`src/rtl/core/slir_pkg.sv`:
```
// Shared types and constants for the sorted list insert/remove block.
package slir_pkg;

	localparam int VALUE_W = 32;
	localparam int COUNT_W = 6;

	typedef enum logic {
		OP_INSERT = 1'b0,
		OP_REMOVE = 1'b1
	} op_t;

	typedef struct packed {
		op_t                       op;
		logic signed [VALUE_W-1:0] value;
	} item_t;

	typedef enum logic [1:0] {
		PH_CMP = 2'b01,
		PH_UPD = 2'b10
	} phase_t;

endpackage

```
`src/rtl/core/slir_if.sv`:
```
// Request and response channel interfaces with valid/ready handshake.
interface slir_req_if import slir_pkg::*; ();
	logic                      valid;
	logic                      ready;
	logic                      kind;
	logic signed [VALUE_W-1:0] value;

	modport source (output valid, output kind, output value, input ready);
	modport sink (input valid, input kind, input value, output ready);
endinterface

interface slir_rsp_if import slir_pkg::*; ();
	logic                      valid;
	logic                      ready;
	logic                      ok;
	logic [COUNT_W-1:0]        count;
	logic signed [VALUE_W-1:0] smallest;

	modport source (output valid, output ok, output count, output smallest, input ready);
	modport sink (input valid, input ok, input count, input smallest, output ready);
endinterface

```
`src/rtl/core/sorted_list_insert_remove.sv`:
```
// Sorted list top level: keeps up to CAPACITY signed 32-bit values in ascending order;
// each request word inserts a value (duplicates kept) or removes one occurrence of it,
// and returns one response word with success, the count held and the smallest value
// (0 when empty). Request words land in a two-entry queue; the back end finishes one
// item before taking the next: a compare phase checks the value against every cell of
// the sorted row in parallel, then an update phase shifts the row and writes the
// response register, waiting while that register holds an untaken word. The per-cell
// compare against all CAPACITY cells and the match reduction set the clock period.
module sorted_list_insert_remove import slir_pkg::*; #(
	parameter int CAPACITY = 32
) (
	input  logic       clk,
	input  logic       arst_n,
	slir_req_if.sink   req,
	slir_rsp_if.source rsp
);

	logic  q_valid;
	logic  q_pop;
	item_t q_item;

	slir_front u_front (
		.clk     (clk),
		.arst_n  (arst_n),
		.req     (req),
		.q_valid (q_valid),
		.q_item  (q_item),
		.q_pop   (q_pop)
	);

	slir_back #(
		.CAPACITY (CAPACITY)
	) u_back (
		.clk     (clk),
		.arst_n  (arst_n),
		.q_valid (q_valid),
		.q_item  (q_item),
		.q_pop   (q_pop),
		.rsp     (rsp)
	);

endmodule

```
`src/rtl/core/slir_front.sv`:
```
// Front end: accepts request words, classifies them and queues them for the back end.
module slir_front import slir_pkg::*; (
	input  logic       clk,
	input  logic       arst_n,
	slir_req_if.sink   req,
	output logic       q_valid,
	output item_t      q_item,
	input  logic       q_pop
);

	item_t       mem_q [2];
	logic        wr_ptr_q;
	logic        rd_ptr_q;
	logic [1:0]  fill_q;
	logic        push;
	item_t       item_in;

	assign req.ready = (fill_q != 2'd2);
	assign push      = req.valid && req.ready;
	assign q_valid   = (fill_q != 2'd0);
	assign q_item    = mem_q[rd_ptr_q];

	always_comb begin
		item_in.value = req.value;
		case (req.kind)
			1'b0:    item_in.op = OP_INSERT;
			default: item_in.op = OP_REMOVE;
		endcase
	end

	always_ff @(posedge clk) begin
		if (push) begin
			mem_q[wr_ptr_q] <= item_in;
		end
	end

	always_ff @(posedge clk or negedge arst_n) begin
		if (!arst_n) begin
			wr_ptr_q <= 1'b0;
			rd_ptr_q <= 1'b0;
			fill_q   <= 2'd0;
		end else begin
			if (push) begin
				wr_ptr_q <= ~wr_ptr_q;
			end
			if (q_pop) begin
				rd_ptr_q <= ~rd_ptr_q;
			end
			case ({push, q_pop})
				2'b10:   fill_q <= fill_q + 2'd1;
				2'b01:   fill_q <= fill_q - 2'd1;
				default: fill_q <= fill_q;
			endcase
		end
	end

	a_fill_bound: assert property (@(posedge clk) disable iff (!arst_n)
		fill_q != 2'd3)
		else $error("queue fill out of range");

	a_no_pop_empty: assert property (@(posedge clk) disable iff (!arst_n)
		q_pop |-> fill_q != 2'd0)
		else $error("pop from empty queue");

	a_no_push_full: assert property (@(posedge clk) disable iff (!arst_n)
		(fill_q == 2'd2) |=> fill_q != 2'd0 || $past(q_pop))
		else $error("queue fill jumped");

endmodule

```
`src/rtl/core/slir_back.sv`:
```
// Back end: row of sorted cells with compare and shift phases and a result register.
module slir_back import slir_pkg::*; #(
	parameter int CAPACITY = 32
) (
	input  logic       clk,
	input  logic       arst_n,
	input  logic       q_valid,
	input  item_t      q_item,
	output logic       q_pop,
	slir_rsp_if.source rsp
);

	localparam int CW = $clog2(CAPACITY + 1);

	logic signed [VALUE_W-1:0] cell_q [CAPACITY];
	logic signed [VALUE_W-1:0] cell_d [CAPACITY];
	logic [CAPACITY-1:0]       lt_s1;
	logic [CAPACITY-1:0]       eq_s1;
	logic [CAPACITY-1:0]       hit;
	logic [CAPACITY-1:0]       lt_now;
	logic [CAPACITY-1:0]       eq_now;
	item_t                     item_s1;
	logic [CW-1:0]             cnt_q;
	logic [CW-1:0]             cnt_d;
	phase_t                    phase_q;
	logic                      full;
	logic                      found;
	logic                      ins_go;
	logic                      rem_go;
	logic                      commit;
	logic                      res_valid_q;
	logic                      ok_q;
	logic [COUNT_W-1:0]        count_q;
	logic signed [VALUE_W-1:0] smallest_q;

	assign full   = (cnt_q == CW'(CAPACITY));
	assign found  = |hit;
	assign ins_go = (item_s1.op == OP_INSERT) && !full;
	assign rem_go = (item_s1.op == OP_REMOVE) && found;
	assign q_pop  = (phase_q == PH_CMP) && q_valid;
	assign commit = (phase_q == PH_UPD) && (!res_valid_q || rsp.ready);

	always_comb begin
		case ({ins_go, rem_go})
			2'b10:   cnt_d = cnt_q + CW'(1);
			2'b01:   cnt_d = cnt_q - CW'(1);
			default: cnt_d = cnt_q;
		endcase
	end

	for (genvar i = 0; i < CAPACITY; i++) begin : g_cell
		logic                      prev_lt;
		logic signed [VALUE_W-1:0] prev_val;
		logic signed [VALUE_W-1:0] next_val;
		logic                      held;

		assign held      = (cnt_q > CW'(i));
		assign lt_now[i] = held && (cell_q[i] < q_item.value);
		assign eq_now[i] = held && (cell_q[i] == q_item.value);

		if (i == 0) begin : g_first
			assign prev_lt  = 1'b1;
			assign prev_val = cell_q[i];
		end else begin : g_rest
			assign prev_lt  = lt_s1[i-1];
			assign prev_val = cell_q[i-1];
		end

		if (i == CAPACITY - 1) begin : g_last
			assign next_val = cell_q[i];
		end else begin : g_mid
			assign next_val = cell_q[i+1];
		end

		assign hit[i] = eq_s1[i] && prev_lt;

		always_comb begin
			cell_d[i] = cell_q[i];
			if (ins_go && !lt_s1[i]) begin
				cell_d[i] = prev_lt ? item_s1.value : prev_val;
			end else if (rem_go && !lt_s1[i]) begin
				cell_d[i] = next_val;
			end
		end

		always_ff @(posedge clk) begin
			if (commit) begin
				cell_q[i] <= cell_d[i];
			end
		end
	end

	always_ff @(posedge clk) begin
		if (q_pop) begin
			lt_s1   <= lt_now;
			eq_s1   <= eq_now;
			item_s1 <= q_item;
		end
		if (commit) begin
			ok_q       <= ins_go || rem_go;
			count_q    <= COUNT_W'(cnt_d);
			smallest_q <= (cnt_d == CW'(0)) ? '0 : cell_d[0];
		end
	end

	always_ff @(posedge clk or negedge arst_n) begin
		if (!arst_n) begin
			phase_q     <= PH_CMP;
			cnt_q       <= '0;
			res_valid_q <= 1'b0;
		end else begin
			case (phase_q)
				PH_CMP: begin
					if (q_valid) begin
						phase_q <= PH_UPD;
					end
				end
				PH_UPD: begin
					if (commit) begin
						phase_q <= PH_CMP;
					end
				end
				default: phase_q <= PH_CMP;
			endcase
			if (commit) begin
				cnt_q <= cnt_d;
			end
			if (commit) begin
				res_valid_q <= 1'b1;
			end else if (rsp.ready) begin
				res_valid_q <= 1'b0;
			end
		end
	end

	assign rsp.valid    = res_valid_q;
	assign rsp.ok       = ok_q;
	assign rsp.count    = count_q;
	assign rsp.smallest = smallest_q;

	a_cnt_bound: assert property (@(posedge clk) disable iff (!arst_n)
		cnt_q <= CW'(CAPACITY))
		else $error("count above capacity");

	a_single_hit: assert property (@(posedge clk) disable iff (!arst_n)
		(phase_q == PH_UPD) |-> $onehot0(hit))
		else $error("remove matched more than one boundary cell");

	a_commit_result: assert property (@(posedge clk) disable iff (!arst_n)
		commit |=> res_valid_q)
		else $error("result word lost after commit");

	a_insert_count: assert property (@(posedge clk) disable iff (!arst_n)
		(commit && ins_go) |=> cnt_q == $past(cnt_q) + CW'(1))
		else $error("insert did not advance count");

	a_hold_result: assert property (@(posedge clk) disable iff (!arst_n)
		(res_valid_q && !rsp.ready) |=> res_valid_q && $stable(smallest_q))
		else $error("stalled result word changed");

endmodule

```
`src/flat_wrapper.sv`:
```
// flat-port wrapper written by rule: the top's interface ports become plain ports
module sorted_list_insert_remove_flat import slir_pkg::*;
#(
	parameter int CAPACITY = 32
)
  (clk, arst_n, req_valid, req_kind, req_value, req_ready, rsp_valid, rsp_ok, rsp_count, rsp_smallest, rsp_ready);
  slir_req_if req_i ();
  slir_rsp_if rsp_i ();
  input  logic clk;
  input  logic arst_n;
  input wire logic [$bits(req_i.valid)-1:0] req_valid;
  input wire logic [$bits(req_i.kind)-1:0] req_kind;
  input wire logic [$bits(req_i.value)-1:0] req_value;
  output wire logic [$bits(req_i.ready)-1:0] req_ready;
  output wire logic [$bits(rsp_i.valid)-1:0] rsp_valid;
  output wire logic [$bits(rsp_i.ok)-1:0] rsp_ok;
  output wire logic [$bits(rsp_i.count)-1:0] rsp_count;
  output wire logic [$bits(rsp_i.smallest)-1:0] rsp_smallest;
  input wire logic [$bits(rsp_i.ready)-1:0] rsp_ready;
  assign req_i.valid = req_valid;
  assign req_i.kind = req_kind;
  assign req_i.value = req_value;
  assign req_ready = req_i.ready;
  assign rsp_valid = rsp_i.valid;
  assign rsp_ok = rsp_i.ok;
  assign rsp_count = rsp_i.count;
  assign rsp_smallest = rsp_i.smallest;
  assign rsp_i.ready = rsp_ready;
  sorted_list_insert_remove #(.CAPACITY(CAPACITY)) u_core (.clk(clk), .arst_n(arst_n), .req(req_i), .rsp(rsp_i));
endmodule
```
`config.mk`:
```
export PLATFORM = sky130hd
export DESIGN_NAME = sorted_list_insert_remove_flat
export DESIGN_NICKNAME = d
export VERILOG_FILES = /design/src/rtl/core/slir_pkg.sv /design/src/rtl/core/slir_if.sv /design/src/rtl/core/sorted_list_insert_remove.sv /design/src/rtl/core/slir_front.sv /design/src/rtl/core/slir_back.sv /design/src/flat_wrapper.sv
export SDC_FILE = /design/constraint.sdc
export NUM_CORES = 2
export LEC_CHECK = 0
export BUFFER_PORTS_ARGS = -buffer_cell sky130_fd_sc_hd__buf_4
export CAP_MARGIN = 0
export CORE_ASPECT_RATIO = 0.8
export CORE_UTILIZATION = 40
export CTS_BUF_LIST = sky130_fd_sc_hd__clkbuf_4 sky130_fd_sc_hd__clkbuf_8 sky130_fd_sc_hd__clkbuf_16
export DETAILED_ROUTE_END_ITERATION = 12
export HOLD_SLACK_MARGIN = 0.02
export RECOVER_POWER = 25
export SETUP_SLACK_MARGIN = 0.4
export SLEW_MARGIN = 10
export SYNTH_ARGS = -nofsm -noshare
export SYNTH_HDL_FRONTEND = slang
export SYNTH_SLANG_ARGS = --single-unit
```
`constraint.sdc`:
```
create_clock -name clk -period 6.02 [get_ports clk]
set_input_delay 1.204 -clock clk [delete_from_list [all_inputs] [get_ports clk]]
set_output_delay 1.204 -clock clk [all_outputs]
set_load 0.01 [all_outputs]
```
# After elaboration in Yosys (flattened, before gate mapping)

Memories as Yosys holds them, arrays and structs flattened.
Index checks and enable logic that the tools add are counted.

Register bits: 149
Word-level logic and storage cells: 439
RAM bits: 1090
Memories kept: 2
Output and inout bits: 41
Bits of input ports: 37

Memories:

| name                 | depth | bits a word | read ports | clocked after Yosys merged registers in | write ports | line             | RTL |
|---|---|---|---|---|---|---|---|
| u_core.u_back.cell_q | 32    | 32          | 32         | 0                                       | 32          | slir_back.sv:15  | `logic signed [VALUE_W-1:0] cell_q [CAPACITY];` |
| u_core.u_front.mem_q | 2     | 33          | 1          | 0                                       | 1           | slir_front.sv:11 | `item_t mem_q [2];` |

Reductions and logical operators: 205
Magnitude comparators: 64
Bitwise logic cells: 3
Multiplexer cells: 106
Add/subtract/negate cells: 4
Equality and inequality tests: 42

Operators by type and width:

| kind                                               | number |
|---|---|
| 2-to-1 mux 32 bit                                  | 94 |
| == test 32 bit                                     | 32 |
| < comparator 32 bit                                | 32 |
| logical AND 1 bit                                  | 163 |
| > comparator 6 x 5 -> 1 bit, second input constant | 16 |
| > comparator 6 x 4 -> 1 bit, second input constant | 8 |
| logical NOT 1 bit                                  | 34 |
| OR reduction 32 bit                                | 1 |
| > comparator 6 x 3 -> 1 bit, second input constant | 4 |
| > comparator 6 x 1 -> 1 bit, second input constant | 2 |
| > comparator 6 x 2 -> 1 bit, second input constant | 2 |
| one-hot mux 6 bit (2 select lines)                 | 1 |
| one-hot mux 2 bit (2 select lines)                 | 2 |
| 2-to-1 mux 1 bit                                   | 7 |
| adder 6 x 1 -> 6 bit, second input constant        | 1 |
| == test 2 x 1 -> 1 bit, second input constant      | 3 |
| == test 2 bit, second input constant               | 3 |
| == test 6 bit, second input constant               | 1 |
| logical NOT 6 bit                                  | 1 |
| inequality test 2 bit, second input constant       | 3 |
| nonzero test 2 bit                                 | 3 |
| subtractor 6 x 1 -> 6 bit, second input constant   | 1 |
| 2-to-1 mux 2 bit                                   | 2 |
| inverter 1 bit                                     | 3 |
| 4 further kinds                                    | 5 |

# Logic depth before layout (Yosys ltp)

Word-level depth: 6
Gate-level depth with buffers: 11
Depth with buffers taken out: 9

# By module

A second synthesis with hierarchy kept.

Cell total of the unflattened synthesis: 7586
Area total of the unflattened synthesis: 82645.5 µm²

Modules (own cells, without submodules):

| module     | area each (µm²) | seq. area each (µm²) | cells an instance | times used |
|---|---|---|---|---|
| slir_back  | 79925.4         | 35059.9              | 7467              | 1 |
| slir_front | 2720.1          | 2082.0               | 119               | 1 |

# Worst setup path after synthesis

No wires, ideal clock.

Kind: input to register
Start: in rsp_ready
End: mem u_core.u_back.cell_q[4][0], in the netlist u_core.u_back.cell_q[0][128] (enable)
Arrival time: 4865 ps
Data required time: 5599 ps
Path buffers: 2
Path slack: 734 ps
Cell stages on the path: 7
Library setup time: 421 ps
Path through: nand2b_1 > nand2b_1 > clkbuf_1 > inv_1 > nand2_1 > buf_2 > nor2_1

RTL lines:

| what        | line               | RTL |
|---|---|---|
| from (decl) | flat_wrapper.sv:19 | `input wire logic [$bits(rsp_i.ready)-1:0] rsp_ready;` |
| to (decl)   | slir_back.sv:15    |  |

# Worst setup path after layout

Start: reg u_core.u_front.rd_ptr_q
End: reg u_core.u_back.eq_s1[10], data pin

Longest elaborated chain between the ends: 3

RTL lines:

| what                         | line             | RTL |
|---|---|---|
| from (decl)                  | slir_front.sv:13 | `logic rd_ptr_q;` |
| from (signal assigned)       | slir_front.sv:47 | `rd_ptr_q <= ~rd_ptr_q;` |
| memory (2 x 33 bit)          | n/a              |  |
| == test 32 bit               | slir_back.sv:59  | `assign eq_now[i] = held && (cell_q[i] == q_item.value);` |
| logical AND 1 bit            | slir_back.sv:59  |  |
| net u_core.u_back.eq_now[10] | slir_back.sv:21  | `logic [CAPACITY-1:0] eq_now;` |
| to (signal assigned)         | slir_back.sv:96  | `eq_s1 <= eq_now;` |
| to (decl)                    | slir_back.sv:18  | `logic [CAPACITY-1:0] eq_s1;` |

The timed path passes the listed nets, and every way through them passes these cells.
A chain may end at the register's enable or synchronous reset.

==> results.md <==
- Status: complete, but fails checks
- Failing checks: max-capacitance violations, max-slew violations
- Max transition margin: -1.91
- DR iter-0 viols: 9528
- Slowest-stage cell, CP: mux2i_1
- GP Congestion: 1.00
- Power after layout: 0.0532 W
- Net count after synthesis: 8679
- Peak VDD IR: 571 uV
- P_int: 0.0278 W
- Root buf cell: clkbuf_16
- Num rows: 148
- Synth top area share: 0.446
- DRC: 0
- Post-Route WL: 338000 um
- Crit Path Max Fanout: 17
- MaxCap Viol Count: 28
- Port bufs: 77
- RSZ-0062 raised after global routing: no
- Switching power: 0.0255 W
- Synth warnings: 0
- Crit. End Element: register
- Register area share after synthesis: 0.450
- Core area: 204000 um^2
- Hold Crit Class: register to register
- Final-layout fill cell count: 19.1k
- Reg-to-reg startpoint: u_core.u_front.rd_ptr_q
- Part of the power in registers: 0.282
- EDFF count, synth: 1226
- Adder-cell share of the synthesized area: 0.156
- Worst setup path startpoint: u_core.u_front.rd_ptr_q
- Leak: 38.1 nW
- Switching Fraction: 0.479
- IO Count: 78
- Fmax: 178 MHz
- Via count: 67.5k
- Clock latency on the worst-skew pair: 0.82 ns
- Worst-path cell chain: buf_4, mux2i_1, buf_4, ha_1, nand4_1, nor4_1, nand2_1, nor4_1
- Sink Count: 1239
- H-tree depth: 4
- First-pass GRT wire length: 471000 um
- DRT antenna net count: 0
- Vias per cell: 6.45
- Leading cell types by total area after synthesis: edfxtp_1 (45%), ha_1 (16%), mux2i_1 (12%)
- CP delay by family, top: simple AND/OR/NAND/NOR gates
- Die H: 408 um
- CP arrival: 6.01 ns
- Final Max Slew Viols: 857
- Setup crit start kind: register
- Mux cell area share after synthesis: 0.130
- Fin crit period: 5.61 ns
- TNS Setup: 0 ns
- CTS tree: done
- Postcts setup bufs: 0
- Period utilisation layout: 0.931
- Worst Path Required: 6.42 ns
- Initial antenna violation count: 12
- Kind of critical path: register to register
- Combinational power share: 0.546
- WL/cell: 32.3 um
- Power Dens Cells: 581 nW/um^2
- Yosys reg bits: 1239
- Post-CTS Resized: 0
- DRT Pass-1 Iters: 8
- Hold Buf Count CTS: 0
- Gr ovfl total: 0
- FF+latch area: 37100 um^2
- Cell variety after synth: 66
- Post-Syn Area per Cell: 10.8 um^2
- Cells after synthesis: 7612
- Clock Pin Slew Worst Setup and Hold Paths: 0.06 ns
- Count leader, synth: a21oi_1
- Synth Area in XOR/XNOR: 0.00149
- Initial Utilization: 0.404
- Simple-gate portion of the synthesized area: 0.0921
- Post-synth ARST share: 0.0105
- Clk buf depth: 3
- Multi-input gate area: 43600 um^2
- Worst slew pin tran: 4.36 ns
- Die ar.: 208000 um^2
- Clk pwr share: 0.172
- Post-synth top flop: edfxtp_1
- Worst Min Path Start: u_core.u_front.fill_q[1]
- Dpl hpwl: 244000 um
- DIE WIDTH: 510 um
- Vias in the first global route: 63.4k
- Buf+Inv Stages, Crit Path: 2
- Largest net degree at the start of global routing: 74
- Setup Viol. Count Final: 0
- Setup Skew: 0.0431 ns
- CTS buffer count: 146
- Leading area contributor after synthesis: edfxtp_1
- Synthesized area: 82500 um^2
- Area delta synth->final: 11.0%
- Layout cells sized above 1: 0.0809
- Leading cell types by count after synthesis: a21oi_1 (1229), edfxtp_1 (1226), nor2_1 (1137)
- Largest family of logic cells by synthesized area: adder cells
- Final net count: 8703
- Total track usage: 0.316
- Final hold violations: 0
- Compound-Gate Fraction of Synth Area: 0.141
- Critical Path Max Stage Delay: 1.32 ns
## through the flow
| stage | instances | hold WS (ns) | area, um^2 | setup WS (ns) | util |
|---|---|---|---|---|---|
| floorplan | 7612 | 0.461 | 82500 | 0.734 | - |
| global placement | 10188 | 0.491 | 87300 | 1.19 | 0.427 |
| detailed placement | 10188 | 0.497 | 87300 | 1.20 | 0.427 |
| CTS | 10454 | 0.271 | 92100 | 1.19 | 0.451 |
| global route | 10454 | 0.550 | 91600 | 0.594 | 0.448 |
| finish | 10461 | 0.506 | 91600 | 0.412 | 0.449 |
## cell families (layout without fill, tap and decap cells)
family / Yosys count / after routing
AO/OA/AOI/OAI: 1996 / 1996
XOR/XNOR: 14 / 14
adder cells (fa/ha/maj): 1030 / 1030
buffers and inverters: 571 / 713
flip-flops: 1239 / 1239
multiplexers: 1069 / 1069
other: 0 / 7
AND/OR/NAND/NOR: 1693 / 1693
## per-layer routing
layer | track usage | wire length (um) | vias up
li1 | - | - | 29016
met4 | 0.118 | 14100 | 16
met1 | 0.465 | 145000 | 33305
met3 | 0.107 | 48400 | 664
met5 | 0 | 95 | -
met2 | 0.418 | 130000 | 4480
## final cells by class
| cell class | count | share of cell area |
|---|---|---|
| diodes | 7 | 0.000191 |
| clock buffers | 184 | 0.0440 |
| clock inverters | 82 | 0.00822 |
| inverters | 129 | 0.00534 |
| multi-input cells | 5802 | 0.476 |
| flip-flops and latches | 1239 | 0.405 |
| well taps | 2700 | 0.0369 |
| repair buffers | 318 | 0.0241 |
## state kept, by name, indices dropped and copies added (netlist names), 2 cells and up
name / flops
u_core.u_back.phase_q: 2
u_core.u_back.cnt_q: 6
u_core.u_back.eq_s1: 32
u_core.u_back.cell_q: 1024
u_core.u_back.rsp.count: 6
u_core.u_back.item_s1: 33
u_core.u_back.lt_s1: 32
u_core.u_front.mem_q: 66
u_core.u_back.rsp.smallest: 32
u_core.u_front.fill_q: 2
## placed cells by master, fill, tap and decap left out, types with 18 or more instances in the layout
cell	n
ha_1	1030
nor2_4	21
mux2i_4	24
inv_1	128
nor3_1	25
or2_2	24
nand4_1	245
and3_1	18
mux2_2	40
nand2b_1	18
o21ai_0	111
nand3_1	23
a21o_1	412
clkbuf_1	79
nor4_1	32
o21a_1	75
clkinv_2	21
clkbuf_16	151
clkinv_1	34
o211ai_1	19
nand2_1	73
nor2_1	1085
buf_4	218
nor2_2	32
nor2b_1	44
a21oi_1	1229
edfxtp_1	1226
a31oi_1	42
clkbuf_4	42
mux2i_1	1003
## power by group through the flow
| stage | logic, W | registers (W) | clock network, W |
|---|---|---|---|
| after floorplan | 0.0182 | 0.0136 | 0 |
| after global placement | 0.0273 | 0.0150 | 0 |
| after detailed placement | 0.0281 | 0.0149 | 0 |
| after CTS | 0.0282 | 0.0148 | 0.00917 |
| after global routing | 0.0309 | 0.0150 | 0.00948 |
| final | 0.0291 | 0.0150 | 0.00914 |
## final timing paths
path,end,slack [ns],depth (start not counted)
worst max register to register,u_core.u_back.eq_s1[10],0.41,8
worst max-delay path,u_core.u_back.eq_s1[10],0.41,8
worst min-delay path,u_core.u_front.fill_q[1],0.51,1
min in group asynchronous,u_core.u_back.cnt_q[4],0.71,1
max in group asynchronous,u_core.u_front.rd_ptr_q,4.32,1
worst min register to register,u_core.u_front.fill_q[1],0.51,1
## worst register-to-register path, delay by kind of cell, from the launching register on
kind	cells	cell delay [ns]
AND/OR/NAND/NOR	4	1.92
multiplexers	1	1.33
adder cells (fa/ha/maj)	1	0.32
flip-flops	1	0.67
buffers and inverters	2	0.98
No activity file was read; power rests on OpenSTA's default activity.
